===== config.mk =====
export PLATFORM = sky130hd
export DESIGN_NAME = command_frame_receiver
export DESIGN_NICKNAME = d
export VERILOG_FILES = /design/src/design/cfr_pkg.sv /design/src/design/command_frame_receiver.sv
export SDC_FILE = /design/constraint.sdc
export NUM_CORES = 1
export LEC_CHECK = 0
export BUFFER_PORTS_ARGS = -buffer_cell sky130_fd_sc_hd__buf_2
export CAP_MARGIN = 20
export CORE_ASPECT_RATIO = 2
export CORE_UTILIZATION = 25
export CTS_CLUSTER_DIAMETER = 60
export DETAILED_ROUTE_END_ITERATION = 12
export GPL_ROUTABILITY_DRIVEN = 0
export PLACE_DENSITY = 0.43
export SYNTH_ARGS = -nofsm -noshare
export SYNTH_HDL_FRONTEND = slang
export SYNTH_SLANG_ARGS = --single-unit

===== constraint.sdc =====
create_clock -name aclk -period 3.5 [get_ports aclk]
set_input_delay 0.175 -clock aclk [delete_from_list [all_inputs] [get_ports aclk]]
set_output_delay 0.175 -clock aclk [all_outputs]
set_load 0.02 [all_outputs]

===== src/design/cfr_pkg.sv =====
// Shared types, codes and helpers for the command frame receiver.
`timescale 1ns / 1ps
`default_nettype none

package cfr_pkg;

    localparam int CHUNK_BYTES = 256;
    localparam int CHUNK_W     = $clog2(CHUNK_BYTES + 1);

    localparam int MAXP_W  = 9;
    localparam int LEN_W   = 16;
    localparam int OP_W    = 3;
    localparam int KIND_W  = 2;
    localparam int S_DATA_W = 8;
    localparam int M_DATA_W = 32;

    localparam logic [MAXP_W-1:0] MAX_PAYLOAD_RST = 9'd256;

    localparam logic [7:0] CH_START = 8'h25;
    localparam logic [7:0] CH_D     = 8'h44;
    localparam logic [7:0] CH_S     = 8'h53;
    localparam logic [7:0] CH_L     = 8'h4C;
    localparam logic [7:0] CH_A     = 8'h41;
    localparam logic [7:0] CH_E     = 8'h45;
    localparam logic [7:0] CH_G     = 8'h47;

    localparam logic [KIND_W-1:0] KIND_ACK   = 2'd0;
    localparam logic [KIND_W-1:0] KIND_START = 2'd1;
    localparam logic [KIND_W-1:0] KIND_BODY  = 2'd2;
    localparam logic [KIND_W-1:0] KIND_END   = 2'd3;

    localparam logic [OP_W-1:0] OP_DECODE    = 3'd0;
    localparam logic [OP_W-1:0] OP_SUBSCRIBE = 3'd1;
    localparam logic [OP_W-1:0] OP_LIST      = 3'd2;
    localparam logic [OP_W-1:0] OP_ACK       = 3'd3;
    localparam logic [OP_W-1:0] OP_ERROR     = 3'd4;
    localparam logic [OP_W-1:0] OP_DEBUG     = 3'd5;
    localparam logic [OP_W-1:0] OP_UNKNOWN   = 3'd6;

    // Slots of one result burst, in transfer order.
    localparam int SLOT_START = 0;
    localparam int SLOT_BODY  = 1;
    localparam int SLOT_ACK0  = 2;
    localparam int SLOT_END   = 6;
    localparam int SLOTS      = 7;
    localparam int SLOT_W     = 3;

    typedef enum logic [4:0] {
        PH_HUNT   = 5'b00001,
        PH_OP     = 5'b00010,
        PH_LEN_LO = 5'b00100,
        PH_LEN_HI = 5'b01000,
        PH_BODY   = 5'b10000
    } phase_t;

    function automatic logic [OP_W-1:0] op_of_letter(input logic [7:0] c);
        logic [OP_W-1:0] op;
        case (c)
            CH_D:    op = OP_DECODE;
            CH_S:    op = OP_SUBSCRIBE;
            CH_L:    op = OP_LIST;
            CH_A:    op = OP_ACK;
            CH_E:    op = OP_ERROR;
            CH_G:    op = OP_DEBUG;
            default: op = OP_UNKNOWN;
        endcase
        return op;
    endfunction

    function automatic logic [7:0] ack_byte(input logic [1:0] idx);
        logic [7:0] v;
        case (idx)
            2'd0:    v = CH_START;
            2'd1:    v = CH_A;
            default: v = 8'h00;
        endcase
        return v;
    endfunction

endpackage

`default_nettype wire


===== src/design/command_frame_receiver.sv =====
// Command frame receiver top level: header decode, body pass/discard, ack bursts.
//
// Accepts one received byte per transfer on s_ and returns result items on m_.
// A byte is decoded in the cycle it is accepted and its results (zero to six
// items) are loaded into one output burst register, which sends one item per
// cycle while m_tready is high, in the order start, body byte, four ack bytes,
// end; m_tlast marks the final item of a byte. The next byte is accepted in
// the cycle the last item of the burst transfers, or at once with no burst
// pending, so the burst register holds off the input until its burst is done.
// m_tuser holds the item kind; cfg_we writes max_payload, which takes effect
// at the next header.
`timescale 1ns / 1ps
`default_nettype none

module command_frame_receiver
    import cfr_pkg::*;
(
    input  wire logic                 aclk,
    input  wire logic                 aresetn,
    input  wire logic                 cfg_we,
    input  wire logic [MAXP_W-1:0]    cfg_wdata,
    input  wire logic                 s_tvalid,
    output logic                      s_tready,
    input  wire logic [S_DATA_W-1:0]  s_tdata,   // [7:0] rx_byte
    output logic                      m_tvalid,
    input  wire logic                 m_tready,
    output logic [M_DATA_W-1:0]       m_tdata,   // [7:0] byte_value, [10:8] op_kind,
                                                 // [26:11] length, [27] dropped
    output logic [KIND_W-1:0]         m_tuser,   // [1:0] kind
    output logic                      m_tlast
);

    phase_t               phase_reg, phase_next;
    logic [MAXP_W-1:0]    max_payload_reg;
    logic [OP_W-1:0]      held_op_reg, held_op_next;
    logic [LEN_W-1:0]     held_len_reg, held_len_next;
    logic [LEN_W-1:0]     seen_reg, seen_next;
    logic [CHUNK_W-1:0]   fill_reg, fill_next;
    logic                 disc_reg, disc_next;

    logic [SLOTS-1:0]     mask_reg, mask_next, load_mask;
    logic [7:0]           out_byte_reg;
    logic [OP_W-1:0]      out_op_reg;
    logic [LEN_W-1:0]     out_len_reg;
    logic                 out_drop_reg;

    logic                 s_xfer, m_xfer;
    logic [SLOTS-1:0]     low_bit;
    logic [SLOT_W-1:0]    slot;
    logic [1:0]           ack_idx;

    assign s_xfer = s_tvalid && s_tready;
    assign m_xfer = m_tvalid && m_tready;

    always_comb begin
        logic [LEN_W-1:0]   len_v;
        logic [LEN_W-1:0]   seen_inc;
        logic [CHUNK_W-1:0] fill_inc;
        logic               done;
        phase_next    = phase_reg;
        held_op_next  = held_op_reg;
        held_len_next = held_len_reg;
        seen_next     = seen_reg;
        fill_next     = fill_reg;
        disc_next     = disc_reg;
        load_mask     = '0;
        len_v         = {s_tdata, held_len_reg[7:0]};
        seen_inc      = seen_reg + LEN_W'(1);
        fill_inc      = fill_reg + CHUNK_W'(1);
        done          = (seen_inc == held_len_reg);
        case (phase_reg)
            PH_HUNT: begin
                if (s_tdata == CH_START) begin
                    phase_next = PH_OP;
                end
            end
            PH_OP: begin
                held_op_next = op_of_letter(s_tdata);
                phase_next   = PH_LEN_LO;
            end
            PH_LEN_LO: begin
                held_len_next = {8'h00, s_tdata};
                phase_next    = PH_LEN_HI;
            end
            PH_LEN_HI: begin
                held_len_next = len_v;
                seen_next     = '0;
                fill_next     = '0;
                disc_next     = (len_v > {{(LEN_W-MAXP_W){1'b0}}, max_payload_reg});
                load_mask[SLOT_START] = 1'b1;
                load_mask[SLOT_ACK0 +: 4] = 4'hF;
                if (len_v == '0) begin
                    load_mask[SLOT_END] = 1'b1;
                    phase_next = PH_HUNT;
                end else begin
                    phase_next = PH_BODY;
                end
            end
            PH_BODY: begin
                seen_next = seen_inc;
                if (disc_reg) begin
                    if (fill_inc >= CHUNK_W'(CHUNK_BYTES) || done) begin
                        load_mask[SLOT_ACK0 +: 4] = 4'hF;
                        fill_next = '0;
                    end else begin
                        fill_next = fill_inc;
                    end
                end else begin
                    load_mask[SLOT_BODY] = 1'b1;
                    if (done) begin
                        load_mask[SLOT_ACK0 +: 4] = 4'hF;
                    end
                end
                if (done) begin
                    load_mask[SLOT_END] = 1'b1;
                    phase_next = PH_HUNT;
                end
            end
            default: begin
                phase_next = PH_HUNT;
            end
        endcase
    end

    // Lowest pending slot is the item on the output.
    assign low_bit = mask_reg & (~mask_reg + SLOTS'(1));

    always_comb begin
        slot = '0;
        for (int i = 0; i < SLOTS; i++) begin
            if (low_bit[i]) begin
                slot = SLOT_W'(i);
            end
        end
    end

    assign ack_idx = 2'(slot - SLOT_W'(SLOT_ACK0));

    always_comb begin
        mask_next = mask_reg;
        if (m_xfer) begin
            mask_next = mask_reg & ~low_bit;
        end
        if (s_xfer) begin
            mask_next = load_mask;
        end
    end

    assign m_tvalid = |mask_reg;
    assign m_tlast  = (mask_reg == low_bit);
    assign s_tready = !m_tvalid || (m_tready && m_tlast);

    always_comb begin
        logic [7:0] byte_v;
        if (slot == SLOT_W'(SLOT_START)) begin
            m_tuser = KIND_START;
            byte_v  = 8'h00;
        end else if (slot == SLOT_W'(SLOT_BODY)) begin
            m_tuser = KIND_BODY;
            byte_v  = out_byte_reg;
        end else if (slot == SLOT_W'(SLOT_END)) begin
            m_tuser = KIND_END;
            byte_v  = 8'h00;
        end else begin
            m_tuser = KIND_ACK;
            byte_v  = ack_byte(ack_idx);
        end
        m_tdata = {4'h0, out_drop_reg, out_len_reg, out_op_reg, byte_v};
    end

    always_ff @(posedge aclk) begin
        if (!aresetn) begin
            phase_reg       <= PH_HUNT;
            max_payload_reg <= MAX_PAYLOAD_RST;
            held_op_reg     <= '0;
            held_len_reg    <= '0;
            seen_reg        <= '0;
            fill_reg        <= '0;
            disc_reg        <= 1'b0;
            mask_reg        <= '0;
        end else begin
            if (cfg_we) begin
                max_payload_reg <= cfg_wdata;
            end
            if (s_xfer) begin
                phase_reg    <= phase_next;
                held_op_reg  <= held_op_next;
                held_len_reg <= held_len_next;
                seen_reg     <= seen_next;
                fill_reg     <= fill_next;
                disc_reg     <= disc_next;
            end
            mask_reg <= mask_next;
        end
    end

    always_ff @(posedge aclk) begin
        if (s_xfer) begin
            out_byte_reg <= s_tdata;
            out_op_reg   <= held_op_next;
            out_len_reg  <= held_len_next;
            out_drop_reg <= disc_next;
        end
    end

endmodule

`default_nettype wire


== Word-level counts from Yosys, hierarchy flattened ==
Cells that the tools add are included.
W data, S select, Z words.
Operators by class
  mux-type cells: 36
  equality and inequality tests: 20
  add/subtract/negate cells: 4
  reduce and logical (&&, ||, !) cells: 15
  bitwise operators: 4
  $lt $le $gt $ge: 2
Operators with widths (number)
  $pmux W16 S2: 2
  $eq A8 B7 Y1 const B: 6
  $pmux W5 S5: 1
  $mux W7: 3
  $mux W3: 6
  $mux W9: 2
  $pmux W3 S6: 1
  $pmux W9 S2: 1
  $add A16 B1 Y16 const B: 1
  $eq A16 B16 Y1: 1
  $gt A16 B9 Y1: 1
  $logic_not A16 Y1: 1
  $mux W8: 2
  $mux W5: 3
  $and A7 B7 Y7: 2
  $not A7 Y7: 2
  $pmux W7 S2: 1
  $mux W4: 3
  $pmux W5 S2: 1
  $add A9 B1 Y9 const B: 1
  $ge A9 B9 Y1 const B: 1
  $eq A8 B6 Y1 const B: 1
  $add A7 B1 Y7 const B: 1
  $eq A7 B7 Y1: 1
  other kinds (21): 36
Storage, ports and cells
  flip-flop bits (word level): 94
  output and inout bits: 37
  input port bits: 22
  word-level logic and storage cells: 93

== Logic depth before layout (Yosys ltp) ==
Gate-level depths: netlist of the first run.
  word-level depth: 15
  mapped depth: 11
  mapped depth without buffers: 9

== Worst setup path after synthesis of the first run ==
Ideal clock, no wire load.
  path kind: reg2reg
  start: register mask_reg[2]
  end: register out_byte_reg[0] (enable)
  library setup time: 0.375 ns
  period minus slack after synthesis: 2.863 ns
  arrival: 2.488 ns
  buffers on the path: 4
  stages on the path, launching flop included: 10
  slack: 0.637 ns
  data required time: 3.125 ns
  cells stage by stage: dfxtp_1 clkbuf_1 or4_1 or3_1 o31ai_1 o21ai_1 buf_2 inv_1 buf_2 buf_2
Between the ends
  cells in the longest elaborated chain, start to end: 7
  elaborated cells between the ends (all ways): 9
  those cells by class: add/sub (1); eq/ne (1); bitwise (2); reduce/logical (5)
Ends and longest elaborated chain
  from (decl): RTL line command_frame_receiver.sv:41  | logic [SLOTS-1:0] mask_reg, mask_next, load_mask;
  from (signal assigned): RTL line command_frame_receiver.sv:193  | mask_reg <= mask_next;
  $not A7 Y7: RTL line command_frame_receiver.sv:126  | assign low_bit = mask_reg & (~mask_reg + SLOTS'(1));
  $add A7 B1 Y7: RTL line command_frame_receiver.sv:126
  $and A7 B7 Y7: RTL line command_frame_receiver.sv:126
  $eq A7 B7 Y1: RTL line command_frame_receiver.sv:150  | assign m_tlast = (mask_reg == low_bit);
  $logic_and A1 B1 Y1: RTL line command_frame_receiver.sv:151  | assign s_tready = !m_tvalid || (m_tready && m_tlast);
  $logic_or A1 B1 Y1 *: RTL line command_frame_receiver.sv:151
  $logic_and A1 B1 Y1 *: RTL line command_frame_receiver.sv:52  | assign s_xfer = s_tvalid && s_tready;
  via s_xfer: RTL line command_frame_receiver.sv:47  | logic s_xfer, m_xfer;
  to (signal assigned): RTL line command_frame_receiver.sv:199  | out_byte_reg <= s_tdata;
  to (decl): RTL line command_frame_receiver.sv:42  | logic [7:0] out_byte_reg;
The timed path passes the listed nets; every way through them passes the cells marked *.
A chain may end at the register's enable or synchronous reset.

== Worst setup path after layout of the first run ==
  start: register seen_reg[4]
  end: register mask_reg[5]
Between the ends
  cells in the longest elaborated chain, start to end: 7
  elaborated cells between the ends (all ways): 8
  those cells by class: add/sub (1); eq/ne (1); mux (5); reduce/logical (1)
Ends and longest elaborated chain
  from (decl): RTL line command_frame_receiver.sv:37  | logic [LEN_W-1:0] seen_reg, seen_next;
  from (signal assigned): RTL line command_frame_receiver.sv:189  | seen_reg <= seen_next;
  $add A16 B1 Y16 *: RTL line command_frame_receiver.sv:68  | seen_inc = seen_reg + LEN_W'(1);
  $eq A16 B16 Y1 *: RTL line command_frame_receiver.sv:70  | done = (seen_inc == held_len_reg);
  $logic_or A1 B1 Y1: RTL line command_frame_receiver.sv:102  | if (fill_inc >= CHUNK_W'(CHUNK_BYTES) || done) begin
  $mux W4: RTL line command_frame_receiver.sv:102
  $mux W4 *: RTL line command_frame_receiver.sv:101  | if (disc_reg) begin
  $pmux W5 S2 *: RTL line command_frame_receiver.sv:71  | case (phase_reg)
  $mux W7 *: RTL line command_frame_receiver.sv:144  | if (s_xfer) begin
Every way passes the cells marked *; elsewhere a longest branch is shown, timed or not.

==> metrics.csv, run 1 <==
stage,metric,value,unit
cts,Worst-path clk slew,0.07,ns
timing,Fmax,0.3176,GHz
place,DP Wirelength,11.13,mm
setup_path,Critical Path Source Type,flip-flop,
timing,setup_tns,0,ns
route,Final ANT Viol Nets,0,
synth,fraction of registers with async set/reset,0,
setup_path,Worst Path Max Fanout,11,
route,drc violations,0,
finish,Final nets,635,
die,io pins,59,
finish,FILL cells,2096,
route,First DRT Iteration DRCs,212,
synth,"Seq/Total Area, Yosys",0.4326,
synth,Synth Cell Area,4997,µm²
cts,# Post-CTS Setup Buffers,0,
timing,Final Cycle Share,0.8995,
synth,area share of the largest cell type after synthesis,0.2644,
synth,yosys warns,0,
die,DIE HEIGHT,201.9,µm
timing,Tmin final,3.148,ns
route,Post-Route WL,14.77,mm
synth,syn avg cell area,8.860,µm²
timing,Setup Skew,0.009299,ns
die,Horiz. Die Dim,102.0,µm
global_routing,gr ovfl total,0,
run,max-cap viol count,0,
finish,register area,2162,µm²
cts,Clock Latency Late Sink,0.36,ns
cts,Num CTS Buffers,9,
cts,CTS Hold Bufs,0,
synth,leading area contributor after synthesis,dfxtp_1,
setup_path,CP Class,reg -> reg,
synth,Synth cell types,68,
die,core area,19460,µm²
route,Avg WL per Cell,17.06,µm
timing,Rel. slew slack,0.4692,
finish,Layout area overhead,15.50,%
global_routing,pin count of the biggest net entering global routing,51,
cts,CTS tree,yes,
die,total die area,20590,µm²
route,DR pass1 iterations,4,
cts,CTS Root Cell,clkbuf_16,
power,Power Dens Cells,417.1,nW/µm²
power,total power,2.408,mW
global_routing,Total Routing Usage GR,0.1493,
status,status,completed,
global_routing,vias in the first global route,4333,
timing,worst hold margin,0.04644,ns
timing,Final Setup Violations,0,
setup_path,crit path DAT,3.43,ns
synth,number of synthesized flops with an enable pin,28,
cts,CTS Buffer Depth,2,
power,Leakage,2.199,nW
timing,Least-Margin Pin Slew,0.7961,ns
global_routing,initial antenna violation count,0,
setup_path,critical path capture point type,flip-flop,
synth,dominant cells by area after synthesis,"dfxtp_1 (26%), edfxtp_1 (17%), nor2_1 (5.6%), a21oi_1 (3.4%), xnor2_1 (3.2%)",
finish,Multi-input gate area,2586,µm²
die,# rows,72,
setup_path,WP data required,3.78,ns
power,VDD IR max,0.0002485,V
timing,Max Slew Vio Count,0,
timing,unrepaired setup endpoints after global routing,false,
synth,Post-synth top cells,"nor2_1 (74), dfxtp_1 (66), nand2_1 (38), a21oi_1 (34), edfxtp_1 (28)",
synth,post-synthesis cell count,564,
hold_path,hold crit path type,in -> reg,
global_routing,global-route wire length before repair,23.22,mm
finish,number of antenna diodes,0,
synth,Post-synth top flop,dfxtp_1,
finish,share of layout cells above drive strength 1,0.1614,
cts,CTS sink count,94,
cts,post_cts resized,0,
route,vias per cell,4.997,
die,Initial Util,0.2568,
timing,final hold violations,0,
cts,H-tree depth,3,
synth,top-count cell post-synth,nor2_1,
synth,"FF+latch count, synth",94,
route,via count,4327,
place,# port buffers,54,
-- power by group --
part,internal [mW],switching (mW)
sequential,1.17,0.0326
clock,0.506,0.456
combinational,0.0945,0.153
-- path summary, 6_finish.rpt --
check	startpoint	end	slack (ns)	cells past startpoint
hold / removal	cfg_wdata[8]	max_payload_reg[8]	0.05	3
setup / recovery	seen_reg[4]	mask_reg[5]	0.35	7
hold reg to reg	held_op_reg[2]	held_op_reg[2]	0.45	2
setup reg to reg	seen_reg[4]	mask_reg[5]	0.35	7
-- routing by layer --
layer / vias up / track usage / part of all wire
met4: 0 / 0.07092 / 0.033
met3: 26 / 0.02282 / 0.034
met2: 114 / 0.2903 / 0.57
li1: 2117 / - / -
met5: - / 0 / 0
met1: 2070 / 0.1470 / 0.36
-- stage by stage --
stage / instances / area [µm²] / utilization / setup WS, ns
2_1_floorplan: 567 / 5009 / - / 0.6365
3_3_place_gp: 850 / 5489 / 0.2821 / 0.4398
3_5_place_dp: 850 / 5489 / 0.2821 / 0.4217
4_1_cts: 866 / 5772 / 0.2966 / 0.3810
5_1_grt: 866 / 5772 / 0.2966 / 0.1998
6_report: 866 / 5772 / 0.2966 / 0.3516
-- critical path, stage by stage (launching register included) --
cell and delay, ns:
dfxtp_1 0.46, and3_1 0.36, nand3_2 0.24, or3_1 0.43, a2111oi_0 0.35, or4b_1 0.69, a311o_1 0.46, o21ai_0 0.09
-- final cells by class --
cell class / count / area share
sequential: 94 / 0.3746
inverter: 19 / 0.01236
clock inverter: 6 / 0.007587
timing repair buffer: 64 / 0.05983
clock buffer: 10 / 0.04140
multi-input combinational: 414 / 0.4481
tap: 259 / 0.05615
-- layout by cell type (no fill, tap or decap), types with 4 or more instances in the layout --
cell	instances
buf_4	10
a22o_1	7
nor4_1	4
and4_1	4
buf_2	54
conb_1	4
o211ai_1	5
clkbuf_16	9
ha_1	11
a21o_1	4
inv_1	17
nor3_1	25
a211oi_1	4
xnor2_1	18
nand4_1	7
o31ai_1	6
nand2b_1	8
and3_1	13
dfxtp_1	66
or4_1	6
nor2_1	74
nand3_1	13
mux2i_1	10
nand3b_1	4
mux2_2	8
a311oi_1	5
o21ai_0	24
a22oi_1	6
or3_1	7
edfxtp_1	28
nand2_1	38
a21oi_1	34
xor2_1	5
and2_1	9
nor2b_1	4
-- cells by family after synthesis --
group,synth area share
AND/OR/NAND/NOR,0.2366
AO/OA/AOI/OAI,0.1673
flip-flops,0.4327
buffers and inverters,0.05283
XOR/XNOR,0.04031
multiplexers,0.03806
adder cells (fa/ha/maj),0.03155
other,0.0007504
Power figures use the tool's default switching activity.
==> run 2: changes to the inputs <==
- ABC_AREA: default -> 1
==> metrics.csv, run 2 <==
stage,metric,value,unit,change
route,Final ANT Viol Nets,0,,unchanged
die,io pins,59,,unchanged
timing,setup ws final,0.8880,ns,+0.5364 ns
setup_path,CP Launch Point,mask_reg[0],,
timing,Final Setup Violations,0,,unchanged
synth,Post-synth top cells,"nand2_1 (153), inv_1 (86), a21oi_1 (68), dfxtp_1 (66), nor2_1 (64)",,
route,First DRT Iteration DRCs,282,,+33%
cts,CTS sink count,94,,unchanged
place,pre-CTS WS,0.8768,ns,+0.4551 ns
synth,"Seq/Total Area, Yosys",0.4230,,-0.009638
cts,# Post-CTS Setup Buffers,0,,unchanged
global_routing,met1 Usage GRT,0.1516,,+0.004610
power,Leakage,2.482,nW,+13%
setup_path,critical path capture point type,flip-flop,,
route,via count,4765,,+10%
die,Horiz. Die Dim,103.1,µm,+1.1%
die,core area,19910,µm²,+2.3%
timing,Tmin final,2.612,ns,-0.5364 ns
global_routing,global-route wire length before repair,25.43,mm,+9.5%
setup_path,Reg-to-Reg Start,mask_reg[0],,
setup_path,Crit path max-delay family,simple AND/OR/NAND/NOR gates,,
finish,share of layout cells above drive strength 1,0.1381,,-0.02334
timing,unrepaired setup endpoints after global routing,false,,
cts,post_cts resized,0,,unchanged
global_routing,met2 usage,0.3343,,+0.04402
synth,Post-synth top flop,dfxtp_1,,
place,DP Wirelength,13.15,mm,+18%
status,status,completed,,
hold_path,Hold Startpoint,s_tdata[4],,
timing,Max Slew Vio Count,0,,unchanged
route,vias per cell,4.695,,-6.0%
global_routing,pin count of the biggest net entering global routing,46,,-9.8%
setup_path,CP Buf/Inv Count,1,,+1
die,DIE HEIGHT,204.2,µm,+1.1%
power,VDD IR max,0.0002643,V,+6.4%
global_routing,gr ovfl total,0,,unchanged
global_routing,vias in the first global route,4620,,+6.6%
run,max-cap viol count,0,,unchanged
synth,syn avg cell area,7.323,µm²,-17%
finish,Final nets,781,,+23%
timing,Fmax,0.3828,GHz,+21%
cts,CTS tree,yes,,
synth,dominant cells by area after synthesis,"dfxtp_1 (26%), edfxtp_1 (16%), nand2_1 (11%), a21oi_1 (6.7%), inv_1 (6.3%)",,
route,Avg WL per Cell,16.33,µm,-4.3%
setup_path,Crit path largest cell delay,0.44,ns,-0.25 ns
setup_path,WP data required,3.71,ns,-0.07 ns
finish,Layout area overhead,16.65,%,
cts,H-tree depth,3,,unchanged
route,drc violations,0,,unchanged
synth,"FF+latch count, synth",94,,unchanged
hold_path,hold crit path type,in -> reg,,
synth,fraction of registers with async set/reset,0,,unchanged
finish,number of antenna diodes,0,,unchanged
cts,CTS Root Cell,clkbuf_16,,
die,# rows,73,,+1.4%
timing,Rel. slew slack,0.4244,,-0.04483
timing,Least-Margin Pin Slew,0.8624,ns,+0.06630 ns
die,total die area,21060,µm²,+2.2%
finish,most frequent cells in the layout,"nand2_1 (153), inv_1 (86), a21oi_1 (68), dfxtp_1 (66), nor2_1 (64)",,
global_routing,GRT Max-Usage Layer,met2,,
route,Post-Route WL,16.57,mm,+12%
global_routing,met3 Use GR,0.02736,,+0.004538
global_routing,Total Routing Usage GR,0.1685,,+0.01926
synth,Synth cell types,41,,-40%
cts,Worst-path clk slew,0.07,ns,about the same
setup_path,Slowest cell on crit path,inv_2,,
synth,top-count cell post-synth,nand2_1,,
global_routing,initial antenna violation count,0,,unchanged
cts,CTS Hold Bufs,0,,unchanged
die,Initial Util,0.2567,,about the same
finish,"most common cell after layout, fill and taps aside",nand2_1,,
cts,CTS Buffer Depth,2,,unchanged
setup_path,crit path DAT,2.82,ns,-0.61 ns
timing,Final Cycle Share,0.7463,,-0.1533
timing,final hold violations,0,,unchanged
setup_path,CP Class,reg -> reg,,
setup_path,Critical Path Source Type,flip-flop,,
cts,Clock Latency Late Sink,0.36,ns,about the same
power,Power Dens Cells,746.7,nW/µm²,+79%
route,DR pass1 iterations,5,,+1
synth,area share of the largest cell type after synthesis,0.2585,,-0.005890
synth,Synth Cell Area,5111,µm²,+2.3%
synth,number of synthesized flops with an enable pin,28,,unchanged
synth,post-synthesis cell count,698,,+24%
synth,yosys warns,0,,unchanged
timing,Setup Skew,0.007837,ns,-0.001462 ns
synth,leading area contributor after synthesis,dfxtp_1,,
timing,setup_tns,0,ns,unchanged
cts,Num CTS Buffers,9,,unchanged
setup_path,"Cell Chain, Critical Path",nor2_4 -> nand2_2 -> nor2_4 -> nor2_1 -> nor2_1 -> nand4_1 -> nand2_2 -> nand2_4 -> inv_2 -> o21ai_2 -> nand2_1 -> a21oi_1,,
setup_path,Worst Path Max Fanout,37,,+26
place,# port buffers,54,,unchanged
## run 2: path summary, 6_finish.rpt
check                                        to  slack [ns]  depth (start not counted)
worst max-delay path                seen_reg[6]        0.89                         12
worst min register to register      fill_reg[8]        0.45                          2
worst max register to register      seen_reg[6]        0.89                         12
worst min-delay path            out_byte_reg[4]        0.02                          1
## run 2: metrics by stage
| step | util | power, mW | hold WS [ns] | instance area, µm² | instances |
|---|---|---|---|---|---|
| floorplan | - | 2.791 | 0.2739 | 5122 | 701 |
| finish | 0.2994 | 4.452 | 0.01891 | 5962 | 1015 |
| CTS | 0.2994 | 4.523 | 0.002646 | 5962 | 1015 |
| global route | 0.2994 | 4.757 | 0.008931 | 5962 | 1015 |
| detailed placement | 0.2836 | 3.425 | 0.3928 | 5647 | 999 |
| global placement | 0.2836 | 3.435 | 0.3917 | 5647 | 999 |
## run 2: final cells by class
type / count / area, µm²
inverter: 87 / 326.6
sequential: 94 / 2162
tap: 262 / 327.8
multi-input combinational: 496 / 2502
timing repair buffer: 60 / 327.8
clock inverter: 6 / 86.33
fill: 2246 / 13950
clock buffer: 10 / 229.0
## run 2: cell families (layout without fill, tap and decap cells)
| family | Yosys count | in the layout | synth area share |
|---|---|---|---|
| adder cells (fa/ha/maj) | 11 | 11 | 0.02693 |
| flip-flops | 94 | 94 | 0.4230 |
| XOR/XNOR | 8 | 8 | 0.01640 |
| buffers and inverters | 111 | 163 | 0.08959 |
| AND/OR/NAND/NOR | 323 | 323 | 0.2847 |
| AO/OA/AOI/OAI | 150 | 150 | 0.1586 |
| other | 1 | 4 | 0.0007337 |
## run 2: power breakdown
| part | total [mW] | internal (mW) | switching, mW | leakage (nW) |
|---|---|---|---|---|
| sequential | 1.69 | 1.46 | 0.223 | 0.810 |
| combinational | 1.70 | 0.542 | 1.15 | 1.52 |
| clock | 1.07 | 0.626 | 0.444 | 0.153 |
| total | 4.45 | 2.63 | 1.82 | 2.48 |
## run 2: worst reg2reg max path: stages, from the launching register on
cell and delay (ns):
dfxtp_1 0.36, nor2_4 0.18, nand2_2 0.11, nor2_4 0.13, nor2_1 0.10, nor2_1 0.11, nand4_1 0.11, nand2_2 0.11
nand2_4 0.24, inv_2 0.46, o21ai_2 0.34, nand2_1 0.15, a21oi_1 0.07
## run 2: metal layers
metal / wire, µm / vias up
met5: 0 / -
met4: 829 / 0
met3: 433 / 35
met2: 9578 / 90
met1: 5729 / 2218
li1: - / 2422
